===== config.mk =====
export PLATFORM = sky130hd
export DESIGN_NAME = gbt_out
export DESIGN_NICKNAME = d
export VERILOG_FILES = /design/src/graph_bfs_dfs_traversal_unit_macros.svh /design/src/gbt_pkg.sv /design/src/gbt_out.sv
export SDC_FILE = /design/constraint.sdc
export NUM_CORES = 1
export LEC_CHECK = 0
export CORE_AREA = 10 10 47 49
export CTS_BUF_LIST = sky130_fd_sc_hd__clkbuf_4
export DETAILED_ROUTE_END_ITERATION = 12
export DIE_AREA = 0 0 57 59
export DONT_BUFFER_PORTS = 1
export GPL_ROUTABILITY_DRIVEN = 1
export HOLD_SLACK_MARGIN = 0.03
export PLACE_DENSITY_LB_ADDON = 0.08
export SLEW_MARGIN = 10
export SYNTH_ARGS = -nofsm -noshare
export SYNTH_HDL_FRONTEND = slang
export SYNTH_SLANG_ARGS = --single-unit
export TNS_END_PERCENT = 100

===== constraint.sdc =====
create_clock -name i_clk -period 1 [get_ports i_clk]
set_input_delay 0.05 -clock i_clk [delete_from_list [all_inputs] [get_ports i_clk]]
set_output_delay 0.05 -clock i_clk [all_outputs]
set_load 0.05 [all_outputs]

===== src/graph_bfs_dfs_traversal_unit_macros.svh =====
// assertion helpers for the traversal unit
`ifndef GRAPH_BFS_DFS_TRAVERSAL_UNIT_MACROS_SVH
`define GRAPH_BFS_DFS_TRAVERSAL_UNIT_MACROS_SVH

// same-cycle implication
`define GBT_ASSERT_NOW(label, ante, cons) \
    label: assert property (@(posedge i_clk) disable iff (!i_rst_n) (ante) |-> (cons)) \
        else $error("gbt assertion failed");

// next-cycle implication
`define GBT_ASSERT_NEXT(label, ante, cons) \
    label: assert property (@(posedge i_clk) disable iff (!i_rst_n) (ante) |=> (cons)) \
        else $error("gbt assertion failed");

`endif


===== src/gbt_pkg.sv =====
`timescale 1ns / 1ps
`default_nettype none
package gbt_pkg;

    localparam int NUM_VERTICES_DEF = 64;
    localparam int MAX_DEGREE_DEF   = 16;
    localparam int VTX_W            = 6;
    localparam int FUNC_W           = 2;
    localparam int STATUS_W         = 2;

    localparam logic [FUNC_W-1:0] FUNC_ADD_EDGE = 2'd0;
    localparam logic [FUNC_W-1:0] FUNC_DFS      = 2'd1;
    localparam logic [FUNC_W-1:0] FUNC_BFS      = 2'd2;

    localparam logic [STATUS_W-1:0] ST_OK        = 2'd0;
    localparam logic [STATUS_W-1:0] ST_RANGE     = 2'd1;
    localparam logic [STATUS_W-1:0] ST_LIST_FULL = 2'd2;

    // request from the sequencer to the result stage
    typedef struct packed {
        logic                produce;
        logic                finish;
        logic                direct;
        logic [VTX_W-1:0]    vtx;
        logic [STATUS_W-1:0] status;
    } t_out_ctl;

endpackage
`default_nettype wire


===== src/gbt_out.sv =====
`timescale 1ns / 1ps
`default_nettype none
module gbt_out
    import gbt_pkg::*;
(
    input  wire logic                i_clk,
    input  wire logic                i_rst_n,
    input  wire t_out_ctl            i_ctl,
    output logic                     o_valid,
    output logic [VTX_W-1:0]         o_vertex,
    output logic                     o_last,
    output logic [STATUS_W-1:0]      o_status
);

    logic                r_pend_vld, n_pend_vld;
    logic [VTX_W-1:0]    r_pend, n_pend;
    logic                r_valid, n_valid;
    logic [VTX_W-1:0]    r_vertex, n_vertex;
    logic                r_last, n_last;
    logic [STATUS_W-1:0] r_status, n_status;

    // one visited vertex is held back so the final one can carry last
    always_comb begin
        n_pend_vld = r_pend_vld;
        n_pend     = r_pend;
        n_valid    = 1'b0;
        n_vertex   = r_vertex;
        n_last     = r_last;
        n_status   = r_status;
        priority if (i_ctl.direct) begin
            n_valid  = 1'b1;
            n_vertex = i_ctl.vtx;
            n_last   = 1'b1;
            n_status = i_ctl.status;
        end else if (i_ctl.produce) begin
            n_valid    = r_pend_vld;
            n_vertex   = r_pend;
            n_last     = 1'b0;
            n_status   = ST_OK;
            n_pend     = i_ctl.vtx;
            n_pend_vld = 1'b1;
        end else if (i_ctl.finish) begin
            n_valid    = 1'b1;
            n_vertex   = r_pend;
            n_last     = 1'b1;
            n_status   = ST_OK;
            n_pend_vld = 1'b0;
        end else begin
            n_valid    = 1'b0;
        end
    end

    always_ff @(posedge i_clk) begin
        if (!i_rst_n) begin
            r_pend_vld <= 1'b0;
            r_valid    <= 1'b0;
        end else begin
            r_pend_vld <= n_pend_vld;
            r_valid    <= n_valid;
        end
        r_pend   <= n_pend;
        r_vertex <= n_vertex;
        r_last   <= n_last;
        r_status <= n_status;
    end

    assign o_valid  = r_valid;
    assign o_vertex = r_vertex;
    assign o_last   = r_last;
    assign o_status = r_status;

endmodule
`default_nettype wire


==> out/qor.yml <==
finish:
  diodes: 0
  fin_nets: 69
  multiInputGateArea_um2: 140
  register_area_um2: 480
  syn_to_final_growth_pct: 30.7
  final_util_pct: 58.9
  nFillCells: 118
  drive_above_1_share_pct: 29.1
  fin_area_um2: 826
  fin_cells: 71
timing:
  max_slew.worst_pin.slew_ns: 0.463
  finalCriticalPeriod_ns: 0.978
  slew_headroom_pct: 69.2
  whs_ns: -0.125
  finalSetupViolCount: 0
  skew_ns: 0.0000918
  drv_slew: 0
  grt_setup_unrepaired: "yes"
  final-hold-violation-count: 7
  max_freq_ghz: 1.02
  finalCritPeriodShare_pct: 97.8
setup_path:
  start_kind: "flip-flop"
  worst_setup_path_end_kind: "output pin"
  critPathMaxFanout: 1
  path_class: "reg -> out"
  worstPathRequired_ns: 0.95
  cp.arrival_ns: 0.93
placed_design:
  dp.cells: 56
  io_buffers: 0
  place_area_um2: 686
  gp_congestion: 0.587
grt:
  grt_pass1_wl_um: 2000
  antenna_found_initial: 0
  grt_pass1_vias: 412
  track_usage_pct: 7.58
  grt_max_degree: 14
  grt-ovfl-total: 0
clock_tree:
  hold_buffers: 11
  htreeDepth: 1
  cts-buffers-inserted: 3
  tritoncts: "yes"
  clock_sinks: 17
  path_clk_slew_ns: 0.10
  cts.path.max_buffers: 2
  cts.repair.resized: 0
  clk_latency_ns: 0.28
  cts_root_buf: "clkbuf_4"
  post-cts-setup-buffers: 0
job:
  drv_cap: 0
yosys:
  synth_area_leaders: "edfxtp_1, mux2_2, dfxtp_1"
  yosysWarningCount: 0
  synth_common_cells: "edfxtp_1, mux2_2, dfxtp_1, and2_1, nor2b_1"
  ys.flop_type: "edfxtp_1"
  synth_fp_nets: 48
  syn_inst: 35
  syn-cell-area_um2: 632
  avgSynthCellArea_um2: 18.1
  yosys.area.top_type_share_pct: 66.5
  ys_ff_latch: 17
  ys_seq_area_share_pct: 76.0
  synth_top_area_cell: "edfxtp_1"
  synth_cell_types: 13
  synth_most_common_cell: "edfxtp_1"
  synth_edf_count: 14
  synthArstFlopShare_pct: 0
power_and_ir_drop:
  power_density_nw_per_um2: 1800
  ir_worst_vdd_v: 0.000960
  p_leak_nw: 0.313
die:
  die_y_um: 59
  io_pins: 23
  coreArea_um2: 1400
  die_w_um: 57
  fp.dieArea_um2: 3360
  rows: 14
  initial_core_util_pct: 45.1
route:
  drt_drc_violations_left: 0
  via_count: 353
  drt-total-wl_um: 1210
  avgViaCountPerCell: 4.97
  first_pass_iters: 4
  wl_per_cell_um: 17.0
  antenna_left: 0
  drt_iter0_drc: 6
hold_path:
  hold_path.class: "in -> reg"
run_status:
  status: "complete, but fails checks"
  violations: "negative hold slack"
## state kept, by name, indices dropped and copies added, names as in the netlist
signal and count:
o_vertex 6, r_pend 6, o_status 2, o_last 1
o_valid 1, r_pend_vld 1
## logic make-up (layout without fill, tap and decap cells)
family	count (synthesis)	in the layout	synth area share [%]
compound gates	3	3	3.17
buf+inv	1	21	1.78
flops	17	17	76.0
mux	7	7	12.5
simple gates	7	7	6.53
## power breakdown
group | switching, W | total [W] | internal, W
Combinational | 0.0000869 | 0.000169 | 0.0000819
Sequential | 0.000102 | 0.000932 | 0.000831
Clock | 0.000205 | 0.000386 | 0.000182
## cell type report
class | instances | area share [%]
Clock buffer | 4 | 3.64
Tap cell | 16 | 2.42
Timing Repair Buffer | 17 | 18.8
Multi-Input combinational cell | 17 | 17.0
Sequential cell | 17 | 58.2
## layout by cell type (no fill, tap or decap), drive strengths merged
master       instances
o21a                 1
o21bai               1
edfxtp              14
nor2b                2
nor2                 1
buf                  6
dfxtp                3
clkbuf               4
a21oi                1
or3                  1
dlygate4sd3         11
and2                 2
nand2b               1
mux2                 7
## metal layers
layer / track usage (%) / share of wire, % / routed length [µm]
met1: 7.65 / 34 / 417
met4: 4.03 / 0 / 0
met3: 3.65 / 8.9 / 108
met5: 0 / 0 / 0
met2: 12.7 / 56 / 683
## path summary, 6_finish.rpt
| check | start | end | slack (ns) | depth (start not counted) |
|---|---|---|---|---|
| worst min-delay path | i_ctl[8] | o_last$_SDFFE_PP1P_ | -0.13 | 1 |
| worst min register to register | o_last$_SDFFE_PP1P_ | o_last$_SDFFE_PP1P_ | 0.54 | 2 |
| worst max-delay path | o_vertex[1]$_DFFE_PP_ | o_vertex[1] | 0.02 | 0 |
| worst max register to register | r_pend[2]$_DFFE_PP_ | o_vertex[2]$_DFFE_PP_ | 0.11 | 1 |
## metrics by stage
stage          total power, W  TNS, ns  setup slack [ns]
6_report              0.00149        0            0.0216
5_1_grt               0.00155  -0.0919           -0.0188
4_1_cts               0.00151        0           0.00204
3_5_place_dp          0.00108        0             0.104
3_3_place_gp          0.00108        0             0.115
2_1_floorplan         0.00105        0             0.119
No activity file was read; power rests on OpenSTA's default activity.
